`src/bba_pkg.sv`:
```
package bba_pkg;

  // Default tree depth and stored size width
  localparam int LEVELS_DEF    = 10;
  localparam int SIZE_BITS_DEF = 21;

  // Fixed widths of the channel and configuration fields
  localparam int IN_SIZE_W  = 21;
  localparam int OUT_NODE_W = 11;
  localparam int STATUS_W   = 2;
  localparam int MARK_W     = 2;

  localparam logic [IN_SIZE_W-1:0] TOTAL_SIZE_RST = 21'd1024;

  // Result codes
  typedef enum logic [STATUS_W-1:0] {
    STAT_OK       = 2'd0,
    STAT_NOMEM    = 2'd1,
    STAT_NOTFOUND = 2'd2,
    STAT_ZERO     = 2'd3
  } bba_status_t;

  // Controller states
  typedef enum logic [3:0] {
    ST_CLEAR,
    ST_IDLE,
    ST_DECODE,
    ST_LEVEL,
    ST_CAND_RD,
    ST_CAND_CHK,
    ST_ANC_CHK,
    ST_ALLOC_WR,
    ST_DIV_WR,
    ST_FSCAN,
    ST_FREE_WR,
    ST_MERGE_RD,
    ST_MERGE_CHK,
    ST_DONE
  } bba_state_t;

  // Commands from the controller to the datapath
  typedef struct packed {
    logic        clr_step;
    logic        load;
    logic        lvl_inc;
    logic        cand_first;
    logic        cand_inc;
    logic        cand_skip;
    logic        rd_cand;
    logic        anc_from_cand;
    logic        anc_up;
    logic        wr_alloc;
    logic        wr_div;
    logic        scan_init;
    logic        scan_step;
    logic        wr_found;
    logic        rd_buddy;
    logic        wr_merge;
    logic        finish;
    bba_status_t code;
    logic        emit;
  } bba_cmd_t;

  // Status from the datapath to the controller
  typedef struct packed {
    logic clr_last;
    logic req_zero;
    logic req_big;
    logic kind_free;
    logic lvl_more;
    logic cand_end;
    logic cand_root;
    logic anc_root;
    logic rd_free;
    logic rd_alloc;
    logic scan_hit;
    logic scan_last;
    logic out_busy;
  } bba_stat_t;

endpackage

```
`src/bba_ctrl.sv`:
```
module bba_ctrl (
  input  logic               clk,
  input  logic               rst_n,
  input  logic               in_valid,
  output logic               in_ready,
  input  bba_pkg::bba_stat_t stat,
  output bba_pkg::bba_cmd_t  cmd
);
  import bba_pkg::*;

  bba_state_t state_r, state_nxt;

  // State register
  always_ff @(posedge clk) begin
    if (!rst_n) begin
      state_r <= ST_CLEAR;
    end else begin
      state_r <= state_nxt;
    end
  end

  // Next state
  always_comb begin
    state_nxt = state_r;
    case (state_r)
      ST_CLEAR:     if (stat.clr_last) state_nxt = ST_IDLE;
      ST_IDLE:      if (in_valid) state_nxt = ST_DECODE;
      ST_DECODE: begin
        if (stat.req_zero)       state_nxt = ST_DONE;
        else if (stat.kind_free) state_nxt = ST_FSCAN;
        else if (stat.req_big)   state_nxt = ST_DONE;
        else                     state_nxt = ST_LEVEL;
      end
      ST_LEVEL:     if (!stat.lvl_more) state_nxt = ST_CAND_RD;
      ST_CAND_RD:   state_nxt = stat.cand_end ? ST_DONE : ST_CAND_CHK;
      ST_CAND_CHK: begin
        if (!stat.rd_free)      state_nxt = ST_CAND_RD;
        else if (stat.cand_root) state_nxt = ST_ALLOC_WR;
        else                     state_nxt = ST_ANC_CHK;
      end
      ST_ANC_CHK: begin
        if (stat.rd_alloc)      state_nxt = ST_CAND_RD;
        else if (stat.anc_root) state_nxt = ST_ALLOC_WR;
      end
      ST_ALLOC_WR:  state_nxt = ST_DIV_WR;
      ST_DIV_WR:    if (stat.anc_root) state_nxt = ST_DONE;
      ST_FSCAN: begin
        if (stat.scan_hit)       state_nxt = ST_FREE_WR;
        else if (stat.scan_last) state_nxt = ST_DONE;
      end
      ST_FREE_WR:   state_nxt = ST_MERGE_RD;
      ST_MERGE_RD:  state_nxt = stat.anc_root ? ST_DONE : ST_MERGE_CHK;
      ST_MERGE_CHK: state_nxt = stat.rd_free ? ST_MERGE_RD : ST_DONE;
      ST_DONE:      if (!stat.out_busy) state_nxt = ST_IDLE;
      default:      state_nxt = ST_CLEAR;
    endcase
  end

  // Commands
  always_comb begin
    cmd      = '0;
    cmd.code = STAT_OK;
    in_ready = 1'b0;
    case (state_r)
      ST_CLEAR: cmd.clr_step = 1'b1;
      ST_IDLE: begin
        in_ready = 1'b1;
        cmd.load = in_valid;
      end
      ST_DECODE: begin
        if (stat.req_zero) begin
          cmd.finish = 1'b1;
          cmd.code   = STAT_ZERO;
        end else if (stat.kind_free) begin
          cmd.scan_init = 1'b1;
        end else if (stat.req_big) begin
          cmd.finish = 1'b1;
          cmd.code   = STAT_NOMEM;
        end
      end
      ST_LEVEL: begin
        if (stat.lvl_more) cmd.lvl_inc = 1'b1;
        else               cmd.cand_first = 1'b1;
      end
      ST_CAND_RD: begin
        if (stat.cand_end) begin
          cmd.finish = 1'b1;
          cmd.code   = STAT_NOMEM;
        end else begin
          cmd.rd_cand = 1'b1;
        end
      end
      ST_CAND_CHK: begin
        if (!stat.rd_free)       cmd.cand_inc = 1'b1;
        else if (!stat.cand_root) cmd.anc_from_cand = 1'b1;
      end
      ST_ANC_CHK: begin
        if (stat.rd_alloc)       cmd.cand_skip = 1'b1;
        else if (!stat.anc_root) cmd.anc_up = 1'b1;
      end
      ST_ALLOC_WR: cmd.wr_alloc = 1'b1;
      ST_DIV_WR: begin
        if (stat.anc_root) cmd.finish = 1'b1;
        else               cmd.wr_div = 1'b1;
      end
      ST_FSCAN: begin
        if (stat.scan_hit) begin
          // hold the scan pointer on the match
        end else if (stat.scan_last) begin
          cmd.finish = 1'b1;
          cmd.code   = STAT_NOTFOUND;
        end else begin
          cmd.scan_step = 1'b1;
        end
      end
      ST_FREE_WR: cmd.wr_found = 1'b1;
      ST_MERGE_RD: begin
        if (stat.anc_root) cmd.finish = 1'b1;
        else               cmd.rd_buddy = 1'b1;
      end
      ST_MERGE_CHK: begin
        if (stat.rd_free) cmd.wr_merge = 1'b1;
        else              cmd.finish = 1'b1;
      end
      ST_DONE: cmd.emit = !stat.out_busy;
      default: cmd = '0;
    endcase
  end

endmodule

```
`config.mk`:
```
export PLATFORM = sky130hd
export DESIGN_NAME = bba_ctrl
export DESIGN_NICKNAME = d
export VERILOG_FILES = /design/src/bba_pkg.sv /design/src/bba_ctrl.sv
export SDC_FILE = /design/constraint.sdc
export NUM_CORES = 1
export LEC_CHECK = 0
export BUFFER_PORTS_ARGS = -buffer_cell sky130_fd_sc_hd__buf_2
export CAP_MARGIN = 20
export CORE_MARGIN = 2
export CORE_UTILIZATION = 44
export CTS_CLUSTER_SIZE = 8
export DETAILED_ROUTE_END_ITERATION = 8
export HOLD_SLACK_MARGIN = 0.15
export PLACE_DENSITY = 0.78
export SYNTH_ARGS = -nofsm -noshare
export SYNTH_HDL_FRONTEND = slang
export SYNTH_SLANG_ARGS = --single-unit
```
`constraint.sdc`:
```
create_clock -name clk -period 1.9 [get_ports clk]
set_input_delay 0.38 -clock clk [delete_from_list [all_inputs] [get_ports clk]]
set_output_delay 0.38 -clock clk [all_outputs]
set_load 0.05 [all_outputs]
```
Yosys cells after proc, flatten, opt, wreduce, memory -nomap -nowiden
Cells that the tools add are included.
{"block": "classes", "n_eq_ne": 20, "mux": 58, "reduce_logical": 4}
{"op": "4-bit one-hot mux with 14 select lines", "n": 1}
{"op": "4-bit two-way mux", "n": 13}
{"op": "1-bit two-way mux", "n": 33}
{"op": "4-bit equality test, second input constant", "n": 6}
{"op": "3-bit two-way mux", "n": 7}
{"op": "4-bit by 3-bit equality test with 1-bit output, second input constant", "n": 4}
{"op": "2-bit != test, second input constant", "n": 5}
{"op": "4-bit by 2-bit equality test with 1-bit output, second input constant", "n": 2}
{"op": "7-bit AND reduction", "n": 1}
{"op": "3-bit != test, second input constant", "n": 2}
{"op": "2-bit one-hot mux with 3 select lines", "n": 1}
{"op": "1-bit one-hot mux with 5 select lines", "n": 1}
{"op": "4-bit by 1-bit equality test with 1-bit output, second input constant", "n": 1}
{"op": "4-bit logical NOT", "n": 1}
{"op": "2-bit two-way mux", "n": 2}
{"op": "2-bit OR reduction", "n": 1}
{"op": "1-bit logical NOT", "n": 1}
{"block": "word_totals", "reg_bits": 4, "inputBits": 16, "output_inout_bits": 21}

Depth between registers and ports, before layout
Gate-level depths: netlist of the first run.
{"block": "depth", "depth_word": 4, "mapped_depth": 7, "ltp_nobuf": 5}

Least setup slack after synthesis of the first run
OpenSTA, ideal clock, no wires.
{"block": "synth_path", "kind": "flip-flop to output port", "start": "register state_r[3]", "end": "output cmd[18] (netlist bit)", "arrival_time_ps": 2435, "slack_ps": -915, "path_stages_with_launch": 5, "cell_sequence": "dfxtp_1 > buf_2 > buf_1 > nor3_1 > and2_1"}
{"element": "start: declaration", "line_no": "bba_ctrl.sv:11", "source": "bba_state_t state_r, state_nxt;"}
{"element": "start signal: assignment", "line_no": "bba_ctrl.sv:18", "source": "state_r <= state_nxt;"}
{"element": "end: declaration", "line_no": "bba_ctrl.sv:7", "source": "output bba_pkg::bba_cmd_t cmd"}

==> out/summary.log, run 1 <==
[cts] latest clock arrival within the worst-skew pair 0.24 ns
[routing] remaining number of nets flagged by the antenna check after routing 0
[layout] final instance area 1229 sq um
[cts] Root Buffer clkbuf_4
[run_status] violated checks negative setup slack
[timing] final critical-path share of the clock period 1.006
[floorplanning] Die ar. 1950 sq um
[routing] number of iterations in the first detailed-routing pass 4
[layout] registers with the most flip-flops state_r (4)
[global_route] largest net degree at the start of global routing 21
[job] # Max-Cap Violations 0
[placement] # port buffers 36
[placement] worst slack, placed 0.02530 ns
[cts] CTS tree yes
[floorplanning] # rows 14
[cts] TritonCTS Sinks 4
[setup_path] CP startpoint kind flop
[cts] clock-pin transition on the worst setup and hold timing paths 0.04 ns
[setup_path] r2r worst-path depth 7
[placement] total cell area at the placement stage 1090 sq um
[layout] post-route insts no fill 165
[floorplanning] core footprint 1506 sq um
[timing] count of final hold-check violations 0
[setup_path] critical path data required time 1.52 ns
[logic_synthesis] number of instances in the synthesized netlist 103
[setup_path] type of destination of the critical path output pin
[cts] hold-fix buffer count after cts 0
[layout] synth-to-layout area growth 73.19%
[routing] Vias per Instance 6.194
[global_route] Tot GR Track Use 0.2839
[layout] number of flip-flops in the largest register 4
[placement] post-detailed-placement half-perimeter wirelength 1.875 mm
[routing] total routed wirelength 2.724 mm
[min_path] Hold WC Path Type in -> reg
[timing] endpoints failing setup 2
[logic_synthesis] number of flip-flops and latches in the synthesized netlist 4
[floorplanning] number of top-level pins 37
[floorplanning] Die Ht 44.16 um
[logic_synthesis] number of flops mapped to enable cells by yosys 0
[cts] buffers from clock root to sink, at most 2
[timing] setup repair after global routing missed its margin true
[logic_synthesis] count of synthesis-stage warnings from yosys 0
[routing] number of DRC violations after detailed routing 0
[layout] register ranked first by flip-flop count state_r
[layout] ratio of cells with drive above 1 in the final layout 0.5503
[global_route] vias in the first global route 917
[power] VDD IR max 1.109 mV
[placement] Cell Count Post-Placement 160
[timing] Slew HR 0.7317
[min_path] Hold Path Depth 3
[timing] Worst Clk Skew 0.005175 ns
[power] PnR Total Power 2.068 mW
[cts] maximum level of the CTS H-tree 1
[logic_synthesis] area of the mapped netlist 709.4 sq um
[routing] via total after detailed routing 1022
[global_route] initial antenna violation count 0
[logic_synthesis] commonest register cell after synthesis dfxtp_1
[layout] fill cell total of the finished layout 102
[floorplanning] starting utilization of the core area 0.4709
[timing] slew of the pin with the lowest slew margin 0.4007 ns
[global_route] overall overflow remaining after global route 0
[setup_path] Worst Path Arrival 1.53 ns
[layout] count of antenna diodes in the layout 0
[layout] nets 167
[logic_synthesis] Post-Syn Area per Cell 6.888 sq um
[timing] highest clock rate 523.3 MHz
[setup_path] kind of critical path reg -> out
[placement] final estimated routing congestion in global placement 0.8037
[global_route] global-route wire length before repair 4.098 mm
[power] power density cells 1683 nW/um^2
[setup_path] crit-path max FO 17
[setup_path] Worst R2R Setup Slack 0.19 ns
[logic_synthesis] part of the Yosys area used for sequential elements 0.1129
[timing] worst hold-check slack 0.4094 ns
[timing] Worst Slack Setup Final -0.01103 ns
[logic_synthesis] total nets after synthesis 119
[power] standby leakage power 0.5579 nW
[logic_synthesis] async set or reset register ratio after synthesis 0
[cts] Inserted Clock Buffers 3
[timing] max-slew violation count 0
[floorplanning] floorplan die width 44.16 um
[logic_synthesis] distinct cell type count of the synthesized netlist 41
[timing] fin crit period 1.911 ns
[routing] Detailed Route Iter0 Violations 23
[run_status] run status finished, violations left
[routing] routed wirelength normalized by instance count 16.51 um
-- Yosys cell counts, types with 2 or more instances --
| cell | count | area (sq um) |
|---|---|---|
| nor3_1 | 12 | 60.06 |
| nand2_1 | 11 | 41.29 |
| nor2_1 | 8 | 30.03 |
| a21oi_1 | 4 | 20.02 |
| buf_2 | 4 | 20.02 |
| dfxtp_1 | 4 | 80.08 |
| inv_1 | 4 | 15.01 |
| nor2b_1 | 4 | 25.02 |
| o21ai_0 | 4 | 20.02 |
| and2_1 | 3 | 18.77 |
| mux2i_1 | 3 | 30.03 |
| nand2b_1 | 3 | 18.77 |
| nand3_1 | 3 | 15.01 |
| a211oi_2 | 2 | 25.02 |
| a21o_1 | 2 | 15.01 |
| a22oi_1 | 2 | 15.01 |
| and4b_1 | 2 | 20.02 |
| buf_1 | 2 | 7.510 |
| buf_6 | 2 | 22.52 |
| nor4b_1 | 2 | 17.52 |
| or3_1 | 2 | 12.51 |
-- cells by family (layout without fill, tap and decap cells) --
kind of cell / Yosys count / count (layout) / share of synthesized area
AOI/OAI and AO/OA: 23 / 23 / 0.2363
buffers and inverters: 13 / 59 / 0.1023
DFF: 4 / 4 / 0.1129
muxes: 3 / 3 / 0.04233
and+or+nand+nor: 60 / 60 / 0.5062
-- worst max-delay path, stage by stage (launching register included) --
cell      delay, ns
dfxtp_4        0.39
nand2b_1       0.19
buf_4          0.16
nor3_2         0.20
nand2_2        0.11
nand2_1        0.09
buf_6          0.15
-- per-layer routing --
metal	GRT usage	wire (um)	up-vias
li1	-	-	479
met1	0.3358	1070	489
met2	0.5029	1451	50
met3	0.04082	162	4
met4	0.1273	40	0
met5	0	0	-
-- final cells by class --
| type | instances | area, sq um | area share |
|---|---|---|---|
| Tap cell | 16 | 20.02 | 0.01629 |
| Clock buffer | 3 | 22.52 | 0.01833 |
| Multi-Input combinational cell | 86 | 700.7 | 0.5703 |
| Timing Repair Buffer | 52 | 377.9 | 0.3075 |
| Inverter | 4 | 17.52 | 0.01426 |
| Sequential cell | 4 | 90.09 | 0.07332 |
-- final timing paths --
check | startpoint | end
max | state_r[1] | cmd[2]
min | rst_n | state_r[3]
max reg2reg | state_r[2] | state_r[1]
min reg2reg | state_r[2] | state_r[2]
-- power breakdown --
group          internal [mW]  total, mW  switching [mW]
clock network         0.0708      0.109          0.0378
logic                  0.711       1.72            1.01
registers              0.139      0.240           0.102
total                  0.921       2.07            1.15
-- what timing repair did --
item | CTS | global route
endpoints found under the setup margin | 9 | 14
resized for setup | 17 | 15
pin swaps | 3 | 3
setup buffers | 1 | 1
-- metrics by stage --
| step | TNS [ns] | util |
|---|---|---|
| after floorplan | -0.5148 | - |
| after global placement | 0 | 0.7234 |
| after detailed placement | 0 | 0.7234 |
| after CTS | -0.09942 | 0.7774 |
| after global routing | -0.3101 | 0.8156 |
| final | -0.02158 | 0.8156 |
-- cells in the final DEF, fill, tap and decap left out, drive strengths merged, types with 2 or more instances in the layout --
cell,netlist,final
a21o,2,2
nor2,8,8
a211oi,2,2
and2,3,3
a21oi,4,4
buf,9,51
mux2i,3,3
clkbuf,0,4
inv,4,4
a22oi,2,2
nand2,11,11
nor4,2,2
nor3,13,13
o21ai,5,5
nor4b,2,2
nand2b,4,4
and4b,2,2
nor2b,4,4
or3,2,2
dfxtp,4,4
nand3,3,3
Note: power is estimated with default switching activity, not from simulation.
==> run 2: changes to the inputs <==
CORE_MARGIN = unset   (was 2)
GPL_ROUTABILITY_DRIVEN = 0   (was unset)
==> run 2 against run 1 <==
Net effect: the run still ends with negative setup slack left; sequential power shrank 2%; flip-flop and latch count is the same; highest routed layer unchanged; worst setup slack lost 0.0046 ns; critical path depth grew 1; worst hold slack gained 0.0092 ns; wire length grew 3.6%; clock power is essentially flat; critical endpoint is now cmd[3]; maximum frequency shrank 0.24%; utilization grew 0.91 points; cell area grew 1.1%.
==> out/summary.log, run 2 (synthesized netlist as in run 1, its figures left out) <==
[run_status] run status finished, violations left [unchanged]
[run_status] violated checks negative setup slack [unchanged]
[layout] register ranked first by flip-flop count state_r [unchanged]
[placement] # port buffers 36 [unchanged]
[job] # Max-Cap Violations 0 [unchanged]
[power] power density cells 1697 nW/um^2 [was 1683 nW/um^2]
[layout] ratio of cells with drive above 1 in the final layout 0.5779 [was 0.5503]
[global_route] largest net degree at the start of global routing 17 [was 21]
[cts] clock-pin transition on the worst setup and hold timing paths 0.03 ns [was 0.04 ns]
[routing] Vias per Instance 6.118 [was 6.194]
[timing] Worst Slack Setup Final -0.01565 ns [was -0.01103 ns]
[power] portion of total power attributed to sequential cells 0.112 [was 0.116]
[timing] endpoints failing setup 1 [was 2]
[floorplanning] core footprint 1506 sq um [unchanged]
[setup_path] type of destination of the critical path output pin [unchanged]
[cts] TritonCTS Sinks 4 [unchanged]
[cts] Inserted Clock Buffers 3 [unchanged]
[setup_path] crit-path max FO 9 [was 17]
[timing] Worst Clk Skew 0.002493 ns [was 0.005175 ns]
[floorplanning] floorplan die width 42.16 um [was 44.16 um]
[timing] final critical-path share of the clock period 1.008 [was 1.006]
[setup_path] kind of critical path reg -> out [unchanged]
[timing] final sum of negative setup slack -0.01565 ns [was -0.02158 ns]
[cts] maximum level of the CTS H-tree 1 [unchanged]
[cts] latest clock arrival within the worst-skew pair 0.24 ns [about the same]
[global_route] overall overflow remaining after global route 0 [unchanged]
[timing] setup repair after global routing missed its margin true [unchanged]
[floorplanning] Die ar. 1777 sq um [was 1950 sq um]
[layout] synth-to-layout area growth 75.13% [was 73.19%]
[layout] count of antenna diodes in the layout 0 [unchanged]
[timing] highest clock rate 522.0 MHz [was 523.3 MHz]
[timing] slew of the pin with the lowest slew margin 0.3404 ns [was 0.4007 ns]
[routing] remaining number of nets flagged by the antenna check after routing 0 [unchanged]
[power] Combinational Power Share 0.838 [was 0.831]
[floorplanning] Die Ht 42.16 um [was 44.16 um]
[timing] fin crit period 1.916 ns [was 1.911 ns]
[layout] most common cell after layout, fill and taps aside buf_4 [was buf_2]
[power] portion of total power attributed to the clock network 0.050 [was 0.053]
[floorplanning] # rows 14 [unchanged]
[floorplanning] number of top-level pins 37 [unchanged]
[cts] Root Buffer clkbuf_4 [unchanged]
[routing] number of iterations in the first detailed-routing pass 4 [unchanged]
[layout] registers with the most flip-flops state_r (4) [unchanged]
[cts] buffers from clock root to sink, at most 2 [unchanged]
[setup_path] Worst Path Arrival 1.54 ns [was 1.53 ns]
[global_route] initial antenna violation count 0 [unchanged]
[placement] post-detailed-placement half-perimeter wirelength 1.898 mm [was 1.875 mm]
[routing] routed wirelength normalized by instance count 16.60 um [was 16.51 um]
[floorplanning] starting utilization of the core area 0.4709 [unchanged]
[timing] count of final hold-check violations 0 [unchanged]
[routing] Detailed Route Iter0 Violations 41 [was 23]
[power] Int Power 954.6 uW [was 920.5 uW]
[setup_path] critical path data required time 1.52 ns [about the same]
[cts] CTS tree yes [unchanged]
[layout] number of flip-flops in the largest register 4 [unchanged]
[layout] most used cells in the layout excluding fill and tap cells buf_4, buf_2, nand2_1 [was buf_2, buf_4, nand2_1]
[routing] via total after detailed routing 1040 [was 1022]
[timing] max-slew violation count 0 [unchanged]
[global_route] Tot GR Track Use 0.3060 [was 0.2839]
[routing] total routed wirelength 2.822 mm [was 2.724 mm]
[global_route] vias in the first global route 895 [was 917]
[power] standby leakage power 0.5801 nW [was 0.5579 nW]
[routing] number of DRC violations after detailed routing 0 [unchanged]
[placement] total cell area at the placement stage 1100 sq um [was 1090 sq um]
[layout] final instance area 1242 sq um [was 1229 sq um]
[global_route] global-route wire length before repair 4.236 mm [was 4.098 mm]
[setup_path] CP startpoint kind flop [unchanged]
[layout] nets 172 [was 167]
[power] reported net switching power 1.154 mW [was 1.147 mW]
[power] VDD IR max 1.119 mV [was 1.109 mV]
[power] switch share 0.5473 [was 0.5549]
[timing] Slew HR 0.7721 [was 0.7317]
[min_path] Hold WC Path Type in -> reg [unchanged]
run 2: final timing paths:
path / start / to / slack, ns / depth (start not counted)
hold / removal: rst_n / state_r[1] / 0.42 / 3
setup / recovery: state_r[1] / cmd[3] / -0.02 / 7
setup reg to reg: state_r[2] / state_r[2] / 0.15 / 6
hold reg to reg: state_r[2] / state_r[2] / 0.61 / 3
run 2: power groups by stage:
stage	sequential [mW]	combinational, mW	clock (mW)
final	0.236	1.77	0.106
after global routing	0.243	1.87	0.116
after CTS	0.237	1.63	0.108
after detailed placement	0.230	1.52	0
after global placement	0.225	1.48	0
after floorplan	0.180	1.21	0
run 2: worst max-delay path, cell delays in order (launching register included):
cell	delay, ns
dfxtp_4	0.37
buf_4	0.16
nand2b_1	0.12
nand3_1	0.11
o21ai_0	0.23
a21oi_2	0.11
nand2_4	0.07
buf_8	0.14
run 2: final cells by class:
cell class | instances | area (sq um)
multi-input combinational | 86 | 704.4
timing repair buffer | 57 | 390.4
tap | 16 | 20.02
sequential | 4 | 90.09
fill | 103 | 264.0
clock buffer | 3 | 22.52
inverter | 4 | 15.01
run 2: through the flow:
stage               std cells  setup slack [ns]  hold slack (ns)  total power, mW  utilization
detailed placement        163           0.01258           0.6003            1.745       0.7301
global placement          163           0.04568           0.5912            1.701       0.7301
finish                    170          -0.01565           0.4186            2.109       0.8248
CTS                       166         -0.005699           0.4225            1.970       0.7865
floorplan                 103           -0.2098           0.5051            1.391            -
global route              170           -0.1367           0.4600            2.231       0.8248
run 2: what timing repair did:
item / 4_1_cts / 5_1_grt
hold buffers: 0 / 0
buffers inserted: 0 / 4
pin swaps: 1 / 1
gates cloned: 0 / 0
endpoints found under the setup margin: 12 / 16
resized for setup: 21 / 8
run 2: routing by layer:
metal / global-route usage / wire length, um / vias up
met5: 0 / 0 / -
met4: 0.06250 / 91 / 0
met3: 0.04310 / 225 / 10
met2: 0.5469 / 1420 / 70
met1: 0.3905 / 1083 / 479
li1: - / - / 481
==> run 3: changes to the inputs <==
SKIP_LAST_GASP = 1   (was unset)
==> run 3 against run 2 <==
Net effect: the run still ends with negative setup slack left; clock power about the same; cell area unchanged; critical path depth decreased by 1; die area unchanged; sequential share of layout area unchanged; highest routed layer unchanged.
==> out/summary.log, run 3 (synthesized netlist as in run 1, its figures left out) <==
[floorplanning] # rows 14 [unchanged]
[run_status] violated checks negative setup slack [unchanged]
[placement] # port buffers 36 [unchanged]
[global_route] GR Util met2 0.5250 [was 0.5469]
[setup_path] kind of critical path reg -> out [unchanged]
[layout] nets 170 [was 172]
[timing] endpoints failing setup 1 [unchanged]
[timing] setup repair after global routing missed its margin true [unchanged]
[global_route] Most Used Layer, Global Route met2 [unchanged]
[layout] register ranked first by flip-flop count state_r [unchanged]
[routing] number of DRC violations after detailed routing 0 [unchanged]
[cts] latest clock arrival within the worst-skew pair 0.24 ns [about the same]
[floorplanning] Die Ht 42.16 um [unchanged]
[cts] maximum level of the CTS H-tree 1 [unchanged]
[floorplanning] core footprint 1506 sq um [unchanged]
[timing] fin crit period 1.911 ns [was 1.916 ns]
[timing] highest clock rate 523.4 MHz [was 522.0 MHz]
[power] power density cells 1664 nW/um^2 [was 1697 nW/um^2]
[job] # Max-Cap Violations 0 [unchanged]
[floorplanning] floorplan die width 42.16 um [unchanged]
[timing] slew of the pin with the lowest slew margin 0.3373 ns [was 0.3404 ns]
[cts] hold-fix buffer count after cts 0 [unchanged]
[cts] Inserted Clock Buffers 3 [unchanged]
[layout] count of antenna diodes in the layout 0 [unchanged]
[routing] Detailed Route Iter0 Violations 38 [was 41]
[cts] buffers from clock root to sink, at most 2 [unchanged]
[setup_path] crit-path max FO 3 [was 9]
[layout] most used cells in the layout excluding fill and tap cells buf_2, buf_4, buf_6 [was buf_4, buf_2, nand2_1]
[timing] count of final hold-check violations 0 [unchanged]
[routing] Vias per Instance 6.119 [was 6.118]
[power] PnR Total Power 2.067 mW [was 2.109 mW]
[routing] routed wirelength normalized by instance count 16.30 um [was 16.60 um]
[global_route] global-route wire length before repair 4.029 mm [was 4.236 mm]
[layout] ratio of cells with drive above 1 in the final layout 0.5789 [was 0.5779]
[global_route] largest net degree at the start of global routing 17 [unchanged]
[layout] synth-to-layout area growth 75.13% [unchanged]
[layout] post-route insts no fill 168 [was 170]
[floorplanning] starting utilization of the core area 0.4709 [unchanged]
[power] VDD IR max 1.160 mV [was 1.119 mV]
[timing] final sum of negative setup slack -0.01061 ns [was -0.01565 ns]
[global_route] overall overflow remaining after global route 0 [unchanged]
[floorplanning] Die ar. 1777 sq um [unchanged]
[global_route] initial antenna violation count 0 [unchanged]
[timing] Slew HR 0.7741 [was 0.7721]
[setup_path] critical path data required time 1.52 ns [about the same]
[placement] post-detailed-placement half-perimeter wirelength 1.898 mm [unchanged]
[setup_path] Worst Path Arrival 1.53 ns [was 1.54 ns]
[routing] via total after detailed routing 1028 [was 1040]
[layout] number of flip-flops in the largest register 4 [unchanged]
[global_route] met1 track demand over resource 0.3826 [was 0.3905]
[global_route] vias in the first global route 857 [was 895]
[timing] Worst Clk Skew 0.003038 ns [was 0.002493 ns]
[cts] clock-pin transition on the worst setup and hold timing paths 0.03 ns [about the same]
[layout] multi-input logic area 708.2 sq um [was 704.4 sq um]
[cts] Root Buffer clkbuf_4 [unchanged]
[global_route] met3 Track Usage GR 0.03879 [was 0.04310]
[layout] footprint of the flip-flops and latches 90.09 sq um [unchanged]
[placement] worst slack, placed 0.01258 ns [unchanged]
[run_status] run status finished, violations left [unchanged]
[placement] Cell Count Post-Placement 163 [unchanged]
[power] standby leakage power 0.5734 nW [was 0.5801 nW]
[routing] total routed wirelength 2.738 mm [was 2.822 mm]
[floorplanning] number of top-level pins 37 [unchanged]
[timing] final critical-path share of the clock period 1.006 [was 1.008]
[layout] fill cell total of the finished layout 104 [was 103]
[cts] CTS tree yes [unchanged]
[routing] number of iterations in the first detailed-routing pass 4 [unchanged]
[global_route] Tot GR Track Use 0.2899 [was 0.3060]
[setup_path] type of destination of the critical path output pin [unchanged]
[timing] max-slew violation count 0 [unchanged]
[setup_path] CP startpoint kind flop [unchanged]
[cts] TritonCTS Sinks 4 [unchanged]
[layout] most common cell after layout, fill and taps aside buf_2 [was buf_4]
[layout] registers with the most flip-flops state_r (4) [unchanged]
[routing] remaining number of nets flagged by the antenna check after routing 0 [unchanged]
[min_path] Hold WC Path Type in -> reg [unchanged]
[timing] Worst Slack Setup Final -0.01061 ns [was -0.01565 ns]
[layout] final design utilization 0.8248 [unchanged]
run 3: critical path, stage by stage (launching register included):
cell	delay, ns
dfxtp_2	0.35
inv_2	0.04
or3_4	0.38
a211oi_4	0.24
a21oi_2	0.07
nand2_4	0.07
buf_6	0.15
run 3: report_power, final:
group / switching [mW] / leakage, nW / internal, mW
Clock: 0.0346 / 0.0138 / 0.0706
Combinational: 1.00 / 0.525 / 0.713
Sequential: 0.108 / 0.0350 / 0.140
run 3: worst paths after layout:
| check | startpoint | endpoint | slack [ns] | cells after the start |
|---|---|---|---|---|
| min reg2reg | state_r[2] | state_r[2] | 0.61 | 3 |
| max | state_r[2] | cmd[3] | -0.01 | 6 |
| min | rst_n | state_r[1] | 0.42 | 3 |
| max reg2reg | state_r[2] | state_r[2] | 0.11 | 6 |
run 3: repair_timing:
| item | in CTS | in global routing |
|---|---|---|
| gates resized for setup | 17 | 16 |
| setup endpoints to repair | 12 | 17 |
| buffers inserted | 0 | 2 |
| pin swaps | 1 | 2 |
run 3: per-stage QoR:
stage | hold slack [ns] | instance area (sq um)
6_report | 0.4203 | 1242
5_1_grt | 0.4582 | 1242
4_1_cts | 0.4225 | 1169
3_5_place_dp | 0.6003 | 1100
3_3_place_gp | 0.5912 | 1100
2_1_floorplan | 0.5051 | 838.3
run 3: per-layer routing:
metal	vias up	part of all wire
met5	-	0
met4	0	0.020
met3	4	0.077
met2	64	0.52
met1	480	0.39
li1	480	-
run 3: final cells by class:
type / count / area share
multi-input cells: 86 / 0.5700
clock buffers: 3 / 0.01813
well taps: 16 / 0.01611
inverters: 4 / 0.01208
flip-flops and latches: 4 / 0.07251
repair buffers: 55 / 0.3112
